`config.mk`:
```
export PLATFORM = sky130hd
export DESIGN_NAME = fifo_lock_manager_top
export DESIGN_NICKNAME = d
export VERILOG_FILES = /design/src/flm_pkg.sv /design/src/fifo_lock_manager_top.sv /design/src/flm_ram.sv /design/src/flm_ctrl.sv /design/src/flm_dp.sv
export SDC_FILE = /design/constraint.sdc
export NUM_CORES = 2
export LEC_CHECK = 0
export ABC_AREA = 1
export ABC_CLOCK_PERIOD_IN_PS = 7200
export BUFFER_PORTS_ARGS = -buffer_cell sky130_fd_sc_hd__buf_2
export CAP_MARGIN = 20
export CORE_MARGIN = 2
export CORE_UTILIZATION = 57
export DETAILED_ROUTE_END_ITERATION = 16
export GPL_TIMING_DRIVEN = 0
export PLACE_DENSITY_LB_ADDON = 0.15
export SKIP_CTS_REPAIR_TIMING = 1
export SLEW_MARGIN = 20
export SYNTH_ARGS = -nofsm -noshare
export SYNTH_HDL_FRONTEND = slang
export SYNTH_HIERARCHICAL = 1
export SYNTH_SLANG_ARGS = --single-unit
```
`constraint.sdc`:
```
create_clock -name clk -period 7.2 [get_ports clk]
set_input_delay 0.36 -clock clk [delete_from_list [all_inputs] [get_ports clk]]
set_output_delay 0.36 -clock clk [all_outputs]
set_load 0.1 [all_outputs]
```
`src/flm_pkg.sv`:
```
// Shared types, sizes and codes for the FIFO lock manager.
package flm_pkg;

	localparam int NUM_LOCKS   = 64;
	localparam int NUM_THREADS = 64;

	localparam int KIND_W   = 2;
	localparam int LOCK_W   = 6;
	localparam int THREAD_W = 6;
	localparam int STATUS_W = 3;

	localparam int LOCK_AW   = (NUM_LOCKS > 1) ? $clog2(NUM_LOCKS) : 1;
	localparam int THREAD_AW = (NUM_THREADS > 1) ? $clog2(NUM_THREADS) : 1;

	// The free-slot search works on groups of eight slots.
	localparam int GROUP_W     = 8;
	localparam int GROUP_OFF_W = $clog2(GROUP_W);
	localparam int NUM_GROUPS  = (NUM_LOCKS + GROUP_W - 1) / GROUP_W;
	localparam int GROUP_AW    = (NUM_GROUPS > 1) ? $clog2(NUM_GROUPS) : 1;
	localparam int PAD_W       = NUM_GROUPS * GROUP_W;

	localparam logic [KIND_W-1:0] KIND_CREATE  = 2'd0;
	localparam logic [KIND_W-1:0] KIND_DELETE  = 2'd1;
	localparam logic [KIND_W-1:0] KIND_WAIT    = 2'd2;
	localparam logic [KIND_W-1:0] KIND_RELEASE = 2'd3;

	localparam logic [STATUS_W-1:0] ST_OK            = 3'd0;
	localparam logic [STATUS_W-1:0] ST_INVALID       = 3'd1;
	localparam logic [STATUS_W-1:0] ST_NOT_HELD      = 3'd2;
	localparam logic [STATUS_W-1:0] ST_FULL          = 3'd3;
	localparam logic [STATUS_W-1:0] ST_SELF_DEADLOCK = 3'd4;

	typedef struct packed {
		logic [KIND_W-1:0]   kind;
		logic [LOCK_W-1:0]   lock_slot;
		logic [THREAD_W-1:0] thread_id;
	} req_t;

	typedef struct packed {
		logic [STATUS_W-1:0] status;
		logic [LOCK_W-1:0]   new_lock;
		logic                blocked;
		logic                wake_valid;
		logic [THREAD_W-1:0] wake_thread;
	} rsp_t;

	// One lock table entry: owner and the two ends of its wait queue.
	typedef struct packed {
		logic [THREAD_W-1:0] owner;
		logic [THREAD_W-1:0] head_thread;
		logic [THREAD_W-1:0] tail_thread;
	} lock_ent_t;

	// One successor link of the per-thread queue chain.
	typedef struct packed {
		logic                succ_valid;
		logic [THREAD_W-1:0] succ_thread;
	} succ_ent_t;

	// Commands from the controller to the datapath.
	typedef struct packed {
		logic                accept;
		logic                create;
		logic                del;
		logic                acquire;
		logic                enqueue_first;
		logic                append_link;
		logic                append_clear;
		logic                release_free;
		logic                succ_read;
		logic                handoff;
		logic                res_load;
		logic [STATUS_W-1:0] res_status;
		logic                res_new;
		logic                res_blocked;
		logic                res_wake;
	} cmd_t;

	// Status from the datapath to the controller.
	typedef struct packed {
		logic [KIND_W-1:0] kind;
		logic              lock_ok;
		logic              tid_ok;
		logic              held;
		logic              head_valid;
		logic              owner_match;
		logic              any_free;
		logic              hold_valid;
	} sts_t;

endpackage

```
`src/fifo_lock_manager_top.sv`:
```
// Top level of the FIFO lock manager: controller plus datapath.
//
// The block keeps a table of mutexes. Each item on the req channel is one
// command: create, delete, wait or release, with a lock slot and a thread.
// Every item produces exactly one item on the rsp channel with a status code,
// the slot a create allocated, a blocked flag for a queued waiter and the
// thread to wake after a release handed the lock over.
// Both channels use valid and stall; an item moves on a rising edge where
// valid is high and stall is low.
// Most commands load the result register in the cycle after acceptance, and
// the next item is taken only once the controller is back in its idle state.
// A wait that appends to a queue needs an extra state, S_LINK2, since the
// successor table has one write port and needs two link writes; a release with
// waiters needs S_HANDOFF, as its successor read follows the lock entry read.
// Reset clears the slot, held and queue flags, so every lock starts free and
// unallocated; the tables need no clearing pass.
// When the receiver stalls, the result waits in the output register and one
// more result can be parked behind it; while that second result waits, no new
// item is accepted.
module fifo_lock_manager_top (
	input  logic          clk,
	input  logic          arst_n,
	input  logic          req_valid,
	output logic          req_stall,
	input  flm_pkg::req_t req,
	output logic          rsp_valid,
	input  logic          rsp_stall,
	output flm_pkg::rsp_t rsp
);
	import flm_pkg::*;

	cmd_t cmd;
	sts_t sts;

	flm_ctrl u_ctrl (
		.clk       (clk),
		.arst_n    (arst_n),
		.req_valid (req_valid),
		.req_stall (req_stall),
		.sts       (sts),
		.cmd       (cmd)
	);

	flm_dp u_dp (
		.clk       (clk),
		.arst_n    (arst_n),
		.req       (req),
		.cmd       (cmd),
		.sts       (sts),
		.rsp_valid (rsp_valid),
		.rsp_stall (rsp_stall),
		.rsp       (rsp)
	);

endmodule

```
`src/flm_ram.sv`:
```
// Generic single write port RAM with one registered read port.
module flm_ram #(
	parameter int WIDTH = 8,
	parameter int DEPTH = 64
) (
	input  logic                                      clk,
	input  logic                                      we,
	input  logic [((DEPTH > 1) ? $clog2(DEPTH) : 1)-1:0] waddr,
	input  logic [WIDTH-1:0]                          wdata,
	input  logic                                      re,
	input  logic [((DEPTH > 1) ? $clog2(DEPTH) : 1)-1:0] raddr,
	output logic [WIDTH-1:0]                          rdata
);

	logic [WIDTH-1:0] mem_q [DEPTH];
	logic [WIDTH-1:0] rdata_q;

	always_ff @(posedge clk) begin
		if (we) begin
			mem_q[waddr] <= wdata;
		end
		if (re) begin
			rdata_q <= mem_q[raddr];
		end
	end

	assign rdata = rdata_q;

endmodule

```
`src/flm_ctrl.sv`:
```
// Controller state machine that sequences each request through the datapath.
module flm_ctrl (
	input  logic          clk,
	input  logic          arst_n,
	input  logic          req_valid,
	output logic          req_stall,
	input  flm_pkg::sts_t sts,
	output flm_pkg::cmd_t cmd
);
	import flm_pkg::*;

	localparam logic [1:0] S_IDLE    = 2'd0;
	localparam logic [1:0] S_EXEC    = 2'd1;
	localparam logic [1:0] S_LINK2   = 2'd2;
	localparam logic [1:0] S_HANDOFF = 2'd3;

	logic [1:0] state_q;
	logic [1:0] state_d;

	assign req_stall = (state_q != S_IDLE) || sts.hold_valid;

	always_comb begin
		cmd     = '0;
		state_d = state_q;
		case (state_q)
			S_IDLE: begin
				if (req_valid && !sts.hold_valid) begin
					cmd.accept = 1'b1;
					state_d    = S_EXEC;
				end
			end
			S_EXEC: begin
				cmd.res_load   = 1'b1;
				cmd.res_status = ST_OK;
				state_d        = S_IDLE;
				case (sts.kind)
					KIND_CREATE: begin
						if (sts.any_free) begin
							cmd.create  = 1'b1;
							cmd.res_new = 1'b1;
						end else begin
							cmd.res_status = ST_FULL;
						end
					end
					KIND_DELETE: begin
						if (!sts.lock_ok) begin
							cmd.res_status = ST_INVALID;
						end else begin
							cmd.del = 1'b1;
						end
					end
					KIND_WAIT: begin
						if (!sts.lock_ok || !sts.tid_ok) begin
							cmd.res_status = ST_INVALID;
						end else if (sts.held && sts.owner_match) begin
							cmd.res_status = ST_SELF_DEADLOCK;
						end else if (!sts.held) begin
							cmd.acquire = 1'b1;
						end else if (!sts.head_valid) begin
							cmd.enqueue_first = 1'b1;
							cmd.res_blocked   = 1'b1;
						end else begin
							cmd.append_link = 1'b1;
							cmd.res_load    = 1'b0;
							state_d         = S_LINK2;
						end
					end
					default: begin
						if (!sts.lock_ok) begin
							cmd.res_status = ST_INVALID;
						end else if (!sts.held) begin
							cmd.res_status = ST_NOT_HELD;
						end else if (!sts.head_valid) begin
							cmd.release_free = 1'b1;
						end else begin
							cmd.succ_read = 1'b1;
							cmd.res_load  = 1'b0;
							state_d       = S_HANDOFF;
						end
					end
				endcase
			end
			S_LINK2: begin
				cmd.append_clear = 1'b1;
				cmd.res_load     = 1'b1;
				cmd.res_status   = ST_OK;
				cmd.res_blocked  = 1'b1;
				state_d          = S_IDLE;
			end
			S_HANDOFF: begin
				cmd.handoff    = 1'b1;
				cmd.res_load   = 1'b1;
				cmd.res_status = ST_OK;
				cmd.res_wake   = 1'b1;
				state_d        = S_IDLE;
			end
			default: begin
				state_d = S_IDLE;
			end
		endcase
	end

	always_ff @(posedge clk or negedge arst_n) begin
		if (!arst_n) begin
			state_q <= S_IDLE;
		end else begin
			state_q <= state_d;
		end
	end

endmodule

```
`src/flm_dp.sv`:
```
// Datapath: lock flags, lock and successor tables, free-slot search, result registers.
module flm_dp (
	input  logic          clk,
	input  logic          arst_n,
	input  flm_pkg::req_t req,
	input  flm_pkg::cmd_t cmd,
	output flm_pkg::sts_t sts,
	output logic          rsp_valid,
	input  logic          rsp_stall,
	output flm_pkg::rsp_t rsp
);
	import flm_pkg::*;

	req_t                   item_s1;
	logic [NUM_LOCKS-1:0]   use_q;
	logic [NUM_LOCKS-1:0]   held_q;
	logic [NUM_LOCKS-1:0]   hv_q;

	logic [PAD_W-1:0]       free_pad;
	logic [NUM_GROUPS-1:0]  grp_any_d;
	logic [GROUP_OFF_W-1:0] grp_off_d [NUM_GROUPS];
	logic [NUM_GROUPS-1:0]  grp_any_s1;
	logic [GROUP_OFF_W-1:0] grp_off_s1 [NUM_GROUPS];
	logic                   any_free;
	logic [GROUP_AW-1:0]    pick_grp;
	logic [LOCK_AW-1:0]     create_idx;

	logic [LOCK_AW-1:0]     li_a;
	logic [THREAD_AW-1:0]   tid_a;

	logic [$bits(lock_ent_t)-1:0] lock_rdata;
	lock_ent_t              lock_rd;
	lock_ent_t              lock_wdata;
	logic                   lock_we;

	logic [$bits(succ_ent_t)-1:0] succ_rdata;
	succ_ent_t              succ_rd;
	succ_ent_t              succ_wdata;
	logic [THREAD_AW-1:0]   succ_waddr;
	logic                   succ_we;

	rsp_t                   res_d;
	rsp_t                   out_q;
	logic                   out_valid_q;
	rsp_t                   hold_q;
	logic                   hold_valid_q;
	logic                   out_free;

	assign li_a  = item_s1.lock_slot[LOCK_AW-1:0];
	assign tid_a = item_s1.thread_id[THREAD_AW-1:0];

	always_ff @(posedge clk) begin
		if (cmd.accept) begin
			item_s1    <= req;
			grp_any_s1 <= grp_any_d;
			grp_off_s1 <= grp_off_d;
		end
	end

	// First level of the lowest-free-slot search, one priority pick per group.
	always_comb begin
		free_pad = '0;
		free_pad[NUM_LOCKS-1:0] = ~use_q;
		for (int g = 0; g < NUM_GROUPS; g++) begin
			grp_any_d[g] = |free_pad[g*GROUP_W +: GROUP_W];
			grp_off_d[g] = '0;
			for (int b = GROUP_W - 1; b >= 0; b--) begin
				if (free_pad[g*GROUP_W + b]) begin
					grp_off_d[g] = GROUP_OFF_W'(b);
				end
			end
		end
	end

	// Second level: lowest group that still has a free slot.
	always_comb begin
		any_free = 1'b0;
		pick_grp = '0;
		for (int g = NUM_GROUPS - 1; g >= 0; g--) begin
			if (grp_any_s1[g]) begin
				any_free = 1'b1;
				pick_grp = GROUP_AW'(g);
			end
		end
		create_idx = LOCK_AW'(int'(pick_grp) * GROUP_W + int'(grp_off_s1[pick_grp]));
	end

	flm_ram #(
		.WIDTH($bits(lock_ent_t)),
		.DEPTH(NUM_LOCKS)
	) u_lock_ram (
		.clk   (clk),
		.we    (lock_we),
		.waddr (li_a),
		.wdata (lock_wdata),
		.re    (cmd.accept),
		.raddr (req.lock_slot[LOCK_AW-1:0]),
		.rdata (lock_rdata)
	);

	assign lock_rd = lock_ent_t'(lock_rdata);

	flm_ram #(
		.WIDTH($bits(succ_ent_t)),
		.DEPTH(NUM_THREADS)
	) u_succ_ram (
		.clk   (clk),
		.we    (succ_we),
		.waddr (succ_waddr),
		.wdata (succ_wdata),
		.re    (cmd.succ_read),
		.raddr (lock_rd.head_thread[THREAD_AW-1:0]),
		.rdata (succ_rdata)
	);

	assign succ_rd = succ_ent_t'(succ_rdata);

	// Table writes; at most one command is active in a cycle.
	always_comb begin
		lock_we    = cmd.acquire | cmd.enqueue_first | cmd.append_link | cmd.handoff;
		lock_wdata = lock_rd;
		if (cmd.acquire) begin
			lock_wdata.owner = item_s1.thread_id;
		end
		if (cmd.enqueue_first) begin
			lock_wdata.head_thread = item_s1.thread_id;
			lock_wdata.tail_thread = item_s1.thread_id;
		end
		if (cmd.append_link) begin
			lock_wdata.tail_thread = item_s1.thread_id;
		end
		if (cmd.handoff) begin
			lock_wdata.owner = lock_rd.head_thread;
			if (succ_rd.succ_valid) begin
				lock_wdata.head_thread = succ_rd.succ_thread;
			end
		end

		succ_we    = cmd.enqueue_first | cmd.append_link | cmd.append_clear;
		succ_waddr = tid_a;
		succ_wdata = '0;
		if (cmd.append_link) begin
			// Link the old tail to the new waiter.
			succ_waddr             = lock_rd.tail_thread[THREAD_AW-1:0];
			succ_wdata.succ_valid  = 1'b1;
			succ_wdata.succ_thread = item_s1.thread_id;
		end
	end

	always_ff @(posedge clk or negedge arst_n) begin
		if (!arst_n) begin
			use_q  <= '0;
			held_q <= '0;
			hv_q   <= '0;
		end else begin
			if (cmd.create) begin
				use_q[create_idx]  <= 1'b1;
				held_q[create_idx] <= 1'b0;
				hv_q[create_idx]   <= 1'b0;
			end
			if (cmd.del) begin
				use_q[li_a]  <= 1'b0;
				held_q[li_a] <= 1'b0;
				hv_q[li_a]   <= 1'b0;
			end
			if (cmd.acquire) begin
				held_q[li_a] <= 1'b1;
				hv_q[li_a]   <= 1'b0;
			end
			if (cmd.enqueue_first) begin
				hv_q[li_a] <= 1'b1;
			end
			if (cmd.release_free) begin
				held_q[li_a] <= 1'b0;
			end
			if (cmd.handoff && !succ_rd.succ_valid) begin
				hv_q[li_a] <= 1'b0;
			end
		end
	end

	always_comb begin
		sts.kind        = item_s1.kind;
		sts.lock_ok     = (32'(item_s1.lock_slot) < NUM_LOCKS) && use_q[li_a];
		sts.tid_ok      = (32'(item_s1.thread_id) < NUM_THREADS);
		sts.held        = held_q[li_a];
		sts.head_valid  = hv_q[li_a];
		sts.owner_match = (lock_rd.owner == item_s1.thread_id);
		sts.any_free    = any_free;
		sts.hold_valid  = hold_valid_q;
	end

	always_comb begin
		res_d.status      = cmd.res_status;
		res_d.new_lock    = cmd.res_new ? LOCK_W'(create_idx) : '0;
		res_d.blocked     = cmd.res_blocked;
		res_d.wake_valid  = cmd.res_wake;
		res_d.wake_thread = cmd.res_wake ? lock_rd.head_thread : '0;
	end

	// Output register with one holding slot behind it.
	assign out_free = !out_valid_q || !rsp_stall;

	always_ff @(posedge clk or negedge arst_n) begin
		if (!arst_n) begin
			out_valid_q  <= 1'b0;
			hold_valid_q <= 1'b0;
		end else begin
			if (hold_valid_q) begin
				if (out_free) begin
					out_valid_q  <= 1'b1;
					hold_valid_q <= 1'b0;
				end
			end else if (cmd.res_load) begin
				if (out_free) begin
					out_valid_q <= 1'b1;
				end else begin
					hold_valid_q <= 1'b1;
				end
			end else if (!rsp_stall) begin
				out_valid_q <= 1'b0;
			end
		end
	end

	always_ff @(posedge clk) begin
		if (hold_valid_q) begin
			if (out_free) begin
				out_q <= hold_q;
			end
		end else if (cmd.res_load) begin
			if (out_free) begin
				out_q <= res_d;
			end else begin
				hold_q <= res_d;
			end
		end
	end

	assign rsp_valid = out_valid_q;
	assign rsp       = out_q;

endmodule
```
==> qor.yml <==
status: "finished with violations"
violations: "setup timing"
clock-root-buffer: "clkbuf_16"
ys_seq_elements: 1901
synthArstFlopShare_pct: 10.3
fin_crit_sh_pct: 100
drt_first_pass_iters: 10
grt_pass1_vias: 58350
numCtsBuffers: 193
fin_util_pct: 66.5
fmax_mhz: 138
yosys.area.top_type: "edfxtp_1"
syn_area_um2: 82400
drt_iter0_markers: 8904
grt_pass1_wl_um: 391000
p_leak_uw: 0.0363
dp.cells: 9758
wl_um: 274000
finalHoldViolations: 0
layout-drive-gt1-share_pct: 11.9
design.core.area_um2: 143000
clk_pin_slew_ps: 60
synthFlopType: "edfxtp_1"
grt_remaining_overflow: 0
dpl.hpwl_um: 190000
relSlewSlack_pct: 18.7
crit_fanout: 29
grt_util_all_layers_pct: 36.7
htree_levels: 4
ys_types: 47
portBuffers: 36
maxCapViolations: 0
antenna_found_initial: 10
gp_congestion: 1.02
routedWlPerCell_um: 27.0
synth_top_cells_by_count: "nand2_1 (2505), edfxtp_1 (1705), nand3_1 (1432)"
stdcell_count: 10171
ys_top_cells_by_area: "edfxtp_1 (62%), nand2_1 (11%), nand3_1 (8.7%)"
required_ps: 7650
criticalPathCategory: "reg2reg"
clock_latency_ps: 830
arrival_ps: 7670
avgViaCountPerCell: 6.20
clk_path_buf_depth: 3
finalMaxSlewViolations: 0
dpl-instance-area_um2: 88200
nFillCells: 10579
die_w_um: 384
yosysSeqAreaShare_pct: 68.1
rows: 139
setup_ws_ps: -20.9
critPathCaptureType: "register"
synth_top_cell_area_share_pct: 62.1
final_area_um2: 95500
initial_utilization_pct: 57.4
num_vias: 63033
fin_nets: 8128
peakVddDrop_uv: 422
start_kind: "register"
period_minus_slack_ps: 7220
p_per_area_nw_per_um2: 281
cts_tree: "yes"
fin_total_pwr_uw: 26800
syn2layout_area_growth_pct: 15.9
fin_worst_skew_ps: 55.3
ys.warnings.count: 6
route.detailed.drc: 0
fp.dieH_um: 384
die_area_um2: 148000
num_io_pins: 37
fin_setup_tns_ps: -157
rsz0062_at_grt: "true"
syn_avg_cell_area_um2: 10.7
min_path_type: "in2async"
syn_nets: 7731
drt.antenna.violating_nets: 0
finalSetupViolCount: 14
grt_max_degree: 78
syn_inst: 7709
tightest_slew_ps: 1220
synth.most_common_cell: "nand2_1"
synth_edf_count: 1705
clock-sinks: 1901
worst max-delay path: stages (launching register included):
cell and delay (ps):
edfxtp_1 770, inv_1 220, nand3_2 390, clkdlybuf4s15_1 860, o22ai_1 160, o41ai_1 790
nand4_1 370, nand2_1 240, nor2_4 70, nand2_2 100, nor2_4 60, buf_12 170
clkbuf_1 190, clkbuf_1 250, nand2_1 100, o21ai_0 120, clkbuf_1 280, inv_1 330
nand4_1 560, nor2_1 800
layout make-up:
| class | count | area (um2) | area share, % |
|---|---|---|---|
| flip-flops and latches | 1901 | 56100 | 58.8 |
| repair buffers | 202 | 3530 | 3.69 |
| clock buffers | 246 | 5150 | 5.40 |
| plain buffers | 450 | 2620 | 2.74 |
| clock inverters | 109 | 1050 | 1.10 |
| inverters | 372 | 1430 | 1.50 |
| well taps | 1903 | 2380 | 2.49 |
| multi-input cells | 4986 | 23200 | 24.3 |
| diodes | 2 | 5.00 | 0.00524 |
routing by layer:
layer	wire [um]	track usage [%]	share of wire, %
met1	100000	49.9	37
met2	123000	56.0	45
met4	16400	19.0	6.0
met3	34100	7.88	12
met5	94	0	0.034
cell usage in the layout, fill, tap and decap left out, drive strengths merged, types with 2 or more instances in the layout:
cell type / n
nor3: 36
a221oi: 9
dfrtp: 196
o31ai: 2
nand4: 82
a22oi: 72
nand3b: 4
clkinvlp: 7
dlygate4sd3: 17
ha: 4
a21oi: 222
o21ai: 95
inv: 368
diode: 2
edfxtp: 1705
nand2: 2518
nand3: 1446
o22ai: 43
nor4: 17
a31oi: 9
o2111ai: 3
nor2: 368
bufinv: 15
buf: 512
clkinv: 91
a21boi: 33
or2: 7
o221ai: 3
o41ai: 12
clkbuf: 368
where the power goes:
part / internal (uW) / switching [uW] / leakage [uW]
clock: 5600 / 4260 / 0.00302
sequential: 12500 / 145 / 0.0189
combinational: 1060 / 3210 / 0.0143
flip-flops by register name, indices dropped and copies added (netlist names), 18 cells and up:
| register | flops |
|---|---|
| u_dp/u_lock_ram/rdata | 18 |
| u_dp/u_lock_ram/mem_q | 1152 |
| u_dp/held_q | 64 |
| u_dp/grp_off_s1 | 24 |
| u_dp/use_q | 64 |
| u_dp/hv_q | 64 |
| u_dp/u_succ_ram/mem_q | 448 |
final timing paths:
check / start / slack [ps] / end / cells after the start
setup / recovery: u_dp/li_a[1] / -20 / u_dp/u_succ_ram/mem_q[44][5] / 19
hold / removal: arst_n / 90 / u_dp/hv_q[61] / 2
setup reg to reg: u_dp/li_a[1] / -20 / u_dp/u_succ_ram/mem_q[44][5] / 19
hold reg to reg: u_dp/hold_q[8] / 510 / u_dp/rsp[8] / 2
max in group asynchronous: arst_n / 5950 / u_dp/held_q[20] / 4
min in group clk: req[1] / 270 / u_dp/tid_a[1] / 2
kinds of logic (layout without fill, tap and decap cells):
| logic type | after synthesis | after routing | synth area share (%) |
|---|---|---|---|
| DFF | 1901 | 1901 | 68.1 |
| adders and majority gates | 4 | 4 | 0.0607 |
| buffers and inverters | 822 | 1379 | 4.87 |
| and+or+nand+nor | 4478 | 4478 | 23.3 |
| other | 1 | 3 | 0.00455 |
| AOI/OAI and AO/OA | 503 | 503 | 3.67 |
per-stage QoR:
step / worst slack (ps) / hold WS (ps)
after floorplan: -297 / 64.4
after global placement: -10190 / 505
after detailed placement: -872 / 363
after CTS: -937 / -516
after global routing: -157 / 124
final: -20.9 / 85.7
Power figures use the tool's default switching activity.
